--- src/dti_pkg.sv ---
// Shared types and constants of the decision tree inference block
package dti_pkg;

    localparam int DTI_MAX_SPLITS   = 256;
    localparam int DTI_NUM_FEATURES = 63;
    localparam int DTI_NODE_BITS    = 16;

    localparam int PARENT_W = 16;
    localparam int FIDX_W   = 6;
    localparam int VAL_W    = 32;
    localparam int CLASS_W  = 8;
    localparam int LEAF_W   = 16;

    typedef enum logic [1:0] {
        FUNC_CLEAR    = 2'd0,
        FUNC_APPEND   = 2'd1,
        FUNC_WR_FEAT  = 2'd2,
        FUNC_CLASSIFY = 2'd3
    } func_t;

    typedef enum logic [1:0] {
        W_IDLE,
        W_SCAN,
        W_HOLD
    } walk_state_t;

    typedef struct packed {
        logic [PARENT_W-1:0] parent;
        logic [FIDX_W-1:0]   feature;
        logic [VAL_W-1:0]    threshold;
        logic [CLASS_W-1:0]  left_cls;
        logic [CLASS_W-1:0]  right_cls;
    } split_entry_t;

    typedef struct packed {
        logic start;
        logic in_bag;
    } walk_req_t;

    typedef struct packed {
        logic               idle;
        logic               res_valid;
        logic [CLASS_W-1:0] predicted_class;
        logic               valid_res;
        logic [LEAF_W-1:0]  leaf_node;
    } walk_stat_t;

endpackage

--- src/dti_walker.sv ---
// Tree walk sequencer: streams the split table through a three-stage read pipe
module dti_walker #(
    parameter int MAX_SPLITS = dti_pkg::DTI_MAX_SPLITS,
    parameter int NODE_BITS  = dti_pkg::DTI_NODE_BITS
) (
    input  logic                            aclk,
    input  logic                            aresetn,
    input  dti_pkg::walk_req_t              req,
    input  logic                            res_ready,
    input  logic [$clog2(MAX_SPLITS+1)-1:0] count,
    output logic                            tbl_rd_en,
    output logic [((MAX_SPLITS > 1) ? $clog2(MAX_SPLITS) : 1)-1:0] tbl_rd_addr,
    input  dti_pkg::split_entry_t           tbl_rd_data,
    output logic                            feat_rd_en,
    output logic [dti_pkg::FIDX_W-1:0]      feat_rd_idx,
    input  logic [dti_pkg::VAL_W-1:0]       feat_rd_data,
    output dti_pkg::walk_stat_t             stat
);
    import dti_pkg::*;

    localparam int TAW  = (MAX_SPLITS > 1) ? $clog2(MAX_SPLITS) : 1;
    localparam int CNTW = $clog2(MAX_SPLITS + 1);
    localparam int CW   = (NODE_BITS > PARENT_W) ? NODE_BITS : PARENT_W;

    walk_state_t         state_reg,  state_next;
    logic [CNTW-1:0]     idx_reg,    idx_next;
    logic [CNTW-1:0]     n_reg,      n_next;
    logic                v1_reg,     v1_next;
    logic                v2_reg,     v2_next;
    logic [NODE_BITS-1:0] node_reg,  node_next;
    logic [CLASS_W-1:0]  cls_reg,    cls_next;
    logic                hit_reg,    hit_next;
    logic [LEAF_W-1:0]   leaf_reg,   leaf_next;
    split_entry_t        e2_reg;
    logic                issue;
    logic                match;
    logic                go_right;
    logic [NODE_BITS-1:0] node_dbl;

    assign issue       = (state_reg == W_SCAN) && (idx_reg < n_reg);
    assign tbl_rd_en   = issue;
    assign tbl_rd_addr = idx_reg[TAW-1:0];

    // stage 2: feature address comes straight from the table read
    assign feat_rd_en  = v1_reg;
    assign feat_rd_idx = tbl_rd_data.feature;

    // stage 3: parent compare against the live node, then step down
    assign match    = v2_reg && (CW'(node_reg) == CW'(e2_reg.parent));
    assign go_right = $signed(feat_rd_data) > $signed(e2_reg.threshold);
    assign node_dbl = node_reg << 1;

    always_comb begin
        state_next = state_reg;
        idx_next   = idx_reg;
        n_next     = n_reg;
        v1_next    = issue;
        v2_next    = v1_reg;
        node_next  = node_reg;
        cls_next   = cls_reg;
        hit_next   = hit_reg;
        leaf_next  = leaf_reg;

        case (state_reg)
            W_IDLE: begin
                if (req.start) begin
                    node_next = NODE_BITS'(1);
                    cls_next  = '0;
                    hit_next  = 1'b0;
                    idx_next  = '0;
                    n_next    = count;
                    if (req.in_bag) begin
                        leaf_next  = '0;
                        state_next = W_HOLD;
                    end else if (count == '0) begin
                        leaf_next  = LEAF_W'(1);
                        state_next = W_HOLD;
                    end else begin
                        state_next = W_SCAN;
                    end
                end
            end
            W_SCAN: begin
                if (issue) begin
                    idx_next = idx_reg + CNTW'(1);
                end
                if (match) begin
                    hit_next = 1'b1;
                    if (go_right) begin
                        node_next = node_dbl | NODE_BITS'(1);
                        cls_next  = e2_reg.right_cls;
                    end else begin
                        node_next = node_dbl;
                        cls_next  = e2_reg.left_cls;
                    end
                end
                if (!issue && !v1_reg && !v2_reg) begin
                    leaf_next  = LEAF_W'(node_reg);
                    state_next = W_HOLD;
                end
            end
            W_HOLD: begin
                if (res_ready) begin
                    state_next = W_IDLE;
                end
            end
            default: begin
                state_next = W_IDLE;
            end
        endcase
    end

    always_ff @(posedge aclk) begin
        if (!aresetn) begin
            state_reg <= W_IDLE;
            idx_reg   <= '0;
            n_reg     <= '0;
            v1_reg    <= 1'b0;
            v2_reg    <= 1'b0;
            hit_reg   <= 1'b0;
        end else begin
            state_reg <= state_next;
            idx_reg   <= idx_next;
            n_reg     <= n_next;
            v1_reg    <= v1_next;
            v2_reg    <= v2_next;
            hit_reg   <= hit_next;
        end
    end

    always_ff @(posedge aclk) begin
        node_reg <= node_next;
        cls_reg  <= cls_next;
        leaf_reg <= leaf_next;
        if (v1_reg) begin
            e2_reg <= tbl_rd_data;
        end
    end

    always_comb begin
        stat.idle            = (state_reg == W_IDLE);
        stat.res_valid       = (state_reg == W_HOLD);
        stat.predicted_class = hit_reg ? cls_reg : '0;
        stat.valid_res       = hit_reg;
        stat.leaf_node       = leaf_reg;
    end

endmodule

--- config.mk ---
export PLATFORM = sky130hd
export DESIGN_NAME = dti_walker
export DESIGN_NICKNAME = d
export VERILOG_FILES = /design/src/dti_pkg.sv /design/src/dti_walker.sv
export SDC_FILE = /design/constraint.sdc
export NUM_CORES = 1
export LEC_CHECK = 0
export ABC_AREA = 1
export BUFFER_PORTS_ARGS = -buffer_cell sky130_fd_sc_hd__buf_4
export CAP_MARGIN = 20
export CORE_MARGIN = 5
export CORE_UTILIZATION = 45
export CTS_BUF_LIST = sky130_fd_sc_hd__clkbuf_16
export CTS_CLUSTER_SIZE = 14
export DETAILED_ROUTE_END_ITERATION = 10
export MAX_ROUTING_LAYER = met4
export PLACE_DENSITY = 0.72
export SLEW_MARGIN = 20
export SYNTH_ARGS = -nofsm -noshare
export SYNTH_HDL_FRONTEND = slang
export SYNTH_SLANG_ARGS = --single-unit
--- constraint.sdc ---
create_clock -name aclk -period 2.74 [get_ports aclk]
set_input_delay 0.411 -clock aclk [delete_from_list [all_inputs] [get_ports aclk]]
set_output_delay 0.411 -clock aclk [all_outputs]
set_load 0.005 [all_outputs]
* Word-level counts from Yosys, hierarchy flattened
Cells that the tools add are included.
** Operators by class
- $add $sub $neg :: 1
- $mul :: 0
- Div/mod/pow operators :: 0
- Order comparisons :: 2
- Eq/ne operators :: 9
- Shifts and indexed selects :: 0
- Muxes and demuxes :: 26
- Bitwise gates (word level) :: 0
- Reduce and logical (&&, ||, !) cells :: 15
** Operators with widths (count)
- 16-bit two-way mux :: 6
- 16-bit case mux with 2 select lines :: 2
- 32-bit greater-than comparator :: 1
- 8-bit two-way mux :: 4
- 9-bit two-way mux :: 2
- 9-bit case mux with 2 select lines :: 1
- 16-bit equality test :: 1
- 8-bit case mux with 2 select lines :: 1
- 2-bit two-way mux :: 5
- 9-bit by 1-bit adder with 9-bit output (second input constant) :: 1
- 9-bit zero test :: 1
- 9-bit less-than comparator :: 1
- 3-bit AND reduction :: 3
- 2-bit != test (second input constant) :: 4
- 2-bit case mux with 3 select lines :: 1
- 1-bit logical AND :: 4
- 4-bit AND reduction :: 1
- 1-bit zero test :: 3
- 1-bit two-way mux :: 3
- 3-bit by 2-bit != test with 1-bit output (second input constant) :: 1
- 2-bit by 1-bit equality test with 1-bit output (second input constant) :: 1
- 2-bit equality test (second input constant) :: 1
- 2-bit zero test :: 1
- 2-bit by 1-bit != test with 1-bit output (second input constant) :: 1
- other kinds (3) :: 3
** Word-level totals
- Register bits after elaboration :: 127
- Bits in latches :: 0
- Bits in writable memories :: 0
- Bits in read-only memories :: 0
- Input bits :: 116
- Output and inout bits :: 43
- Memories kept :: 0

* Depth between registers and ports, before layout
Gate-level depths: netlist of run 1.
- Word-level depth :: 7
- Mapped depth :: 18
- Mapped depth without buffers :: 18

* Worst setup path before layout of run 1
No wires, ideal clock.
- Kind :: register to register
- Start point :: register v1_reg (netlist: feat_rd_en)
- End point :: register leaf_reg[0] (enable)
- Arrival time :: 2.263 ns
- Required time :: 2.425 ns
- Path slack :: 0.162 ns
- Stages on the path, launching flop included :: 6
- Path buffers :: 0
- Path through :: dfxtp_1 -> nor2_1 -> nand2_1 -> nand2_1 -> nand4_1 -> inv_1
** On the way
- Cells in the longest elaborated chain, start to end :: 5
** RTL lines
- start: declaration :: line dti_walker.sv:28 : logic v1_reg, v1_next;
- start signal: assignment :: line dti_walker.sv:125 : v1_reg <= v1_next;
- 1-bit zero test :: line dti_walker.sv:97 : if (!issue && !v1_reg && !v2_reg) begin
- 1-bit logical AND (2 in a row) :: line dti_walker.sv:97
- 2-bit by 1-bit != test with 1-bit output (no source line)
- 4-bit AND reduction (no source line)
- end signal: assignment :: line dti_walker.sv:134 : leaf_reg <= leaf_next;
- end: declaration :: line dti_walker.sv:33 : logic [LEAF_W-1:0] leaf_reg, leaf_next;
No other way between the ends.
A chain may end at the register's enable or synchronous reset.

* Worst setup path in the final report of run 1
- Start point :: register idx_reg[4]
- End point :: output port tbl_rd_en
** On the way
- Cells in the longest elaborated chain, start to end :: 2
** RTL lines
- start: declaration :: line dti_walker.sv:26 : logic [CNTW-1:0] idx_reg, idx_next;
- start signal: assignment :: line dti_walker.sv:123 : idx_reg <= idx_next;
- 9-bit less-than comparator :: line dti_walker.sv:40 : assign issue = (state_reg == W_SCAN) && (idx_reg < n_reg);
- 1-bit logical AND :: line dti_walker.sv:40
- end: declaration :: line dti_walker.sv:11 : output logic tbl_rd_en,
No other way between the ends.

==> results of run 1 <==
-- routing by layer --
metal  vias to the layer above  global-route usage, %
li1                       2174                      -
met1                      1976                   19.9
met2                       102                   30.5
met3                        20                   4.66
met4                         0                   7.08
met5                         -                      -
-- cell type report --
class / count / area, sq um / share of cell area [%]
inverters: 118 / 443 / 5.67
flip-flops and latches: 127 / 3580 / 45.9
multi-input cells: 310 / 1850 / 23.7
clock buffers: 17 / 425 / 5.45
well taps: 176 / 220 / 2.82
repair buffers: 150 / 1140 / 14.6
clock inverters: 15 / 148 / 1.89
-- through the flow --
step | hold slack, ps | area (sq um) | power (mW) | std cells
floorplan | 433 | 6020 | 2.62 | 577
global placement | 447 | 7240 | 2.88 | 881
detailed placement | 459 | 7240 | 2.90 | 881
CTS | 156 | 7810 | 5.06 | 913
global route | 149 | 7810 | 5.23 | 913
finish | 175 | 7810 | 5.00 | 913
-- cell usage in the layout (no fill, tap or decap), drive strengths merged, types with 2 or more instances in the layout --
cell	n
nand3	7
ha	41
xor2	8
nand2	104
inv	120
clkbuf	17
o21ai	12
nor4	3
clkinv	9
buf	150
nor2	52
bufinv	2
xnor2	6
a21oi	37
or2	6
dfxtp	23
clkinvlp	2
nand4	18
and3	2
nor3	7
o21a	3
edfxtp	104
-- cell families after synthesis --
| group | count (synthesis) | synth area share, % |
|---|---|---|
| AND/OR/NAND/NOR | 199 | 15.0 |
| adder cells (fa/ha/maj) | 41 | 8.52 |
| XOR/XNOR | 14 | 2.04 |
| buffers and inverters | 140 | 9.78 |
| AO/OA/AOI/OAI | 56 | 5.17 |
| flip-flops | 127 | 59.5 |
-- power by group through the flow --
stage | logic (mW) | clock network [mW] | registers (mW)
after CTS | 0.581 | 2.19 | 2.29
after global placement | 0.560 | 0 | 2.32
after floorplan | 0.292 | 0 | 2.33
after detailed placement | 0.577 | 0 | 2.33
final | 0.573 | 2.14 | 2.29
after global routing | 0.647 | 2.29 | 2.30
-- worst paths after layout --
path | to | startpoint | cells past startpoint
worst max-delay path | tbl_rd_en | idx_reg[4]$_SDFFE_PN0P_ | 8
worst min-delay path | e2_reg[46]$_DFFE_PP_ | tbl_rd_data[46] | 1
worst max register to register | leaf_reg[0]$_DFFE_PP_ | idx_reg[4]$_SDFFE_PN0P_ | 12
worst min register to register | n_reg[8]$_SDFFE_PN0P_ | n_reg[8]$_SDFFE_PN0P_ | 2
-- worst max-delay path, delay by kind of cell, from the launching register on --
| kind | cells | cell delay (ps) |
|---|---|---|
| compound gates | 2 | 300 |
| fa+ha+maj | 1 | 310 |
| buf+inv | 2 | 170 |
| flops | 1 | 480 |
| simple gates | 3 | 230 |
==> metrics.txt, run 1 <==
synth cell count leaders sky130_fd_sc_hd__inv_1, sky130_fd_sc_hd__edfxtp_1, sky130_fd_sc_hd__nand2_1, sky130_fd_sc_hd__nor2_1, sky130_fd_sc_hd__ha_1; CTS tree yes; synthesis warning total 0; part of the Yosys area used for sequential elements slightly below 60%; count of boundary I/O pins approximately 160; number of flip-flops under the largest register name 64; Max-Cap Viols 0; Worst EP required 2330 ps; width of the die approximately 130 um; die footprint between 0.015 and 0.02 sq mm; Iteration-0 DRC Markers between 150 and 200; later-pin clock latency in the skew report between 400 and 500 ps; switching part of the total power between 20% and 30%; Met1 Routed Length around 5.3 mm; Max stage delay on crit path between 400 and 500 ps; total global-route track usage between 10% and 20%; fill cell instance count of the final layout ~1100; top cells by area, synth sky130_fd_sc_hd__edfxtp_1, sky130_fd_sc_hd__ha_1, sky130_fd_sc_hd__dfxtp_1; Inserted Clock Buffers 17; Final Skew approximately 9.3 ps; worst slack after detailed placement 585 ps; peak supply drop ~0.0005 V; number of failing hold endpoints at the final stage 0; H-tree depth 4; count of clock tree sinks 127; chip height 126 um; number of storage elements in the synthesis netlist approximately 130; Slowest cell on crit path sky130_fd_sc_hd__dfxtp_1; clock period minus worst slack ~2300 ps; area growth from synthesis to layout 29.7%; Std-Cell Rows 42; endpoint class of the critical path output port; Cell Area, Synth 0.00602 sq mm; largest driver fanout on the critical path 6; Floorplan Core Area approximately 0.013 sq mm; power density relative to cell area between 600 and 700 mW/mm^2; worst min-delay path class primary input to flop; top routing layer in use met4; Vias/cell between 4 and 5; number of global-route vias before repair ~4400; I/O Buffers 146; first-pass GRT wire length between 20 and 25 mm; layout cell share with drive strength beyond 1 27.5%; post-synth top area share 51.8%; distinct cell type count after synthesis 32; most common flop cell mapped by yosys sky130_fd_sc_hd__edfxtp_1; dominant cell by count in the synthesized netlist sky130_fd_sc_hd__inv_1; DP HPWL roughly 10 mm; detailed-routing iteration count for the pre-antenna-repair pass 4; part of the power in the clock network between 40% and 50%; quantity of hold-fixing buffers added after cts 0; antenna violations before repair 0; number of buffers between clock root and the deepest sink 2; Inserted Diodes 0; net switching power 1.16 mW; post-synthesis area per instance between 10 and 15 sq um; setup ws final 451 ps; share of the core filled with cells 59.2%; result of the run finished, final reports clean; Rel. slew slack 67.2%; total negative slack 0 ps; slew at the pin closest to its max-slew limit 491 ps; crit path kind flop to output port; number of nets in the final layout just under 900; final antenna-violating net count 0; Max Clock Freq 0.437 GHz; syn nets roughly 730; static leakage about 3.7 nW; worst reg2reg setup slack between 600 and 700 ps; detailed-route wire length per cell ~14 um; arrival time of data at the critical path endpoint approximately 1900 ps; buffer count from post-CTS setup fixing 0; final global-route overflow total 0; DR vias roughly 4300; cell-by-cell listing of the critical path ha_1 > a21oi_1 > o21a_1 > nand2_1 > nand2_1 > nand2_2 > inv_1 > buf_4; largest net degree at the start of global routing between 60 and 70; cell internal pwr 3.83 mW; # setup viols final 0; post-CTS sizing 0; Initial Util roughly 46%; RSZ-0062 raised after global routing false; part of the total power dissipated in sequential elements ~46%; DRC violation count after routing 0; cells after synthesis between 500 and 600; post-synthesis async set-or-reset flop share 0%; most repeated library cell on the critical path sky130_fd_sc_hd__nand2_1; startpoint type of the worst setup path flop; buffer type at the clock tree root sky130_fd_sc_hd__clkbuf_16; met2 wire len around 7.0 mm; post-synthesis cell type with the largest combined area sky130_fd_sc_hd__edfxtp_1; Total Routed Length around 13 mm; number of synthesized flops with an enable pin 104; Clk pin slew, worst setup/hold paths 50 ps; Max Transition Viols Final 0; fraction of power consumed by combinational cells a little under an eighth; length of routed met3 wiring 638 um; gpl congestion about 0.86; final period utilization roughly 84%
No activity file was read; power rests on OpenSTA's default activity.
==> run 2, diff against run 1 <==
--- a/config.mk
+++ b/config.mk
@@ -14,7 +14,7 @@
 export CTS_CLUSTER_SIZE = 14
 export DETAILED_ROUTE_END_ITERATION = 10
 export MAX_ROUTING_LAYER = met4
-export PLACE_DENSITY = 0.72
+export PLACE_DENSITY = 0.69
 export SLEW_MARGIN = 20
 export SYNTH_ARGS = -nofsm -noshare
 export SYNTH_HDL_FRONTEND = slang
==> constraint.sdc (replaced) <==
create_clock -name aclk -period 2.3 [get_ports aclk]
set_input_delay 0.345 -clock aclk [delete_from_list [all_inputs] [get_ports aclk]]
set_output_delay 0.345 -clock aclk [all_outputs]
set_load 0.005 [all_outputs]
==> metrics.txt, run 2 (synthesized netlist as in run 1, its figures left out) <==
result of the run finished, final reports clean; first-pass GRT wire length 21.1 mm (-1.6%); chip height 126 um (unchanged); I/O Buffers 146 (unchanged); worst-case reg-to-reg path depth 13 (+1); Inserted Diodes 0 (unchanged); count of boundary I/O pins 159 (unchanged); slew at the pin closest to its max-slew limit 499 ps (+7.13 ps); area growth from synthesis to layout 30.4%; buffer type at the clock tree root sky130_fd_sc_hd__clkbuf_16; DRC violation count after routing 0 (unchanged); final global-route overflow total 0 (unchanged); power density relative to cell area 755 mW/mm^2 (+18%); arrival time of data at the critical path endpoint 1830 ps (-50 ps); Max Transition Viols Final 0 (unchanged); worst min-delay path class primary input to flop; H-tree depth 4 (unchanged); Vias/cell 4.70 (+0.55%); Initial Util 45.7% (unchanged); share of the core filled with cells 59.6% (+0.36 points); number of buffers between clock root and the deepest sink 2 (unchanged); static leakage 3.69 nW (+0.57%); largest net degree at the start of global routing 67 (+3.1%); worst hold slack 106 ps (-69.3 ps); largest driver fanout on the critical path 6 (unchanged); die footprint 0.0158 sq mm (unchanged); endpoint class of the critical path output port; most frequent standard cell in the layout excluding fill and tap cells sky130_fd_sc_hd__buf_4; Post-Layout Inst Area 0.00786 sq mm (+0.61%); total negative slack 0 ps (unchanged); antenna violations before repair 0 (unchanged); area taken by multi-input logic gates 0.00185 sq mm (unchanged); Rel. slew slack 66.7% (-0.48 points); DR vias 4319 (+1.1%); Inserted Clock Buffers 17 (unchanged); number of global-route vias before repair 4482 (+1.2%); later-pin clock latency in the skew report 410 ps (about the same); number of flip-flops under the largest register name 64 (unchanged); Std-Cell Rows 42 (unchanged); Floorplan Core Area 0.0132 sq mm (unchanged); # setup viols final 0 (unchanged); clock period minus worst slack between 2000 and 2500 ps; width of the die 126 um (unchanged); post-CTS sizing 0 (unchanged); most frequent cells in the layout sky130_fd_sc_hd__buf_4, sky130_fd_sc_hd__inv_1, sky130_fd_sc_hd__edfxtp_1; layout cell share with drive strength beyond 1 28.2% (+0.62 points); Max-Cap Viols 0 (unchanged); final antenna-violating net count 0 (unchanged); buffer count from post-CTS setup fixing 0 (unchanged); register area 0.00358 sq mm (unchanged); fill cell instance count of the final layout 1078 (-3.0%); detailed-routing iteration count for the pre-antenna-repair pass 5 (+1); CTS tree yes; peak supply drop 0.000538 V (+8.0%); Iteration-0 DRC Markers 228 (+15%); instance count along the most critical hold path 1 (unchanged); placed inst area 0.00730 sq mm (+0.86%); quantity of hold-fixing buffers added after cts 0 (unchanged); detailed-route wire length per cell 14.2 um (-2.0%); RSZ-0062 raised after global routing false; gpl congestion 0.816 (-5.5%); startpoint type of the worst setup path flop; final period utilization a little over nine tenths; number of nets in the final layout 886 (+0.57%); count of clock tree sinks 127 (unchanged); Total Routed Length 13.0 mm (-1.4%); Final Skew 7.36 ps (-1.98 ps); total global-route track usage 17.4% (-0.40 points); Clk pin slew, worst setup/hold paths 60 ps (about the same); crit path kind flop to output port; DP HPWL 9.84 mm (-2.7%); Max Clock Freq 0.459 GHz; Worst EP required 1960 ps (-370 ps); number of failing hold endpoints at the final stage 0 (unchanged)
==> run 2: power breakdown <==
group / total, mW / leakage (nW) / internal [mW] / switching, mW
clock: 2.51 / 0.264 / 1.49 / 1.01
combinational: 0.704 / 2.27 / 0.335 / 0.369
sequential: 2.72 / 1.16 / 2.66 / 0.0552
==> run 2: final timing paths <==
kind / startpoint / end / slack, ps
hold / removal: tbl_rd_data[63] / e2_reg[63]$_DFFE_PP_ / 110
hold reg to reg: n_reg[2]$_SDFFE_PN0P_ / n_reg[2]$_SDFFE_PN0P_ / 460
setup / recovery: idx_reg[4]$_SDFFE_PN0P_ / tbl_rd_en / 120
setup reg to reg: e2_reg[47]$_DFFE_PP_ / cls_reg[6]$_SDFFCE_PN0P_ / 240
==> run 2: critical path, stage by stage (launching register included) <==
cell	delay [ps]
sky130_fd_sc_hd__dfxtp_1	450
sky130_fd_sc_hd__ha_1	300
sky130_fd_sc_hd__a21oi_1	160
sky130_fd_sc_hd__o21a_1	130
sky130_fd_sc_hd__nand2_1	60
sky130_fd_sc_hd__nand2_1	70
sky130_fd_sc_hd__nand2_2	80
sky130_fd_sc_hd__inv_1	70
sky130_fd_sc_hd__buf_4	100
==> run 2: stage by stage <==
stage                     setup slack (ps)  total power, mW  cells
final                                  123             5.93    918
after global routing                 0.442             6.20    918
after CTS                             90.9             6.00    918
after detailed placement               157             3.48    886
after global placement                 248             3.46    886
after floorplan                        335             3.12    577
==> run 2: layout make-up <==
type / count / area share (%)
multi-input cells: 310 / 23.6
repair buffers: 155 / 15.3
flip-flops and latches: 127 / 45.6
clock buffers: 17 / 5.41
inverters: 118 / 5.64
clock inverters: 15 / 1.69
well taps: 176 / 2.80
==> run 2: layer usage <==
metal	vias to the layer above	GRT usage, %	part of all wire [%]	routed length [um]
li1	2183	-	-	-
met5	-	-	0	0
met3	22	4.11	5.6	735
met2	115	30.2	53	6830
met4	0	7.27	1.8	238
met1	1999	19.2	40	5210
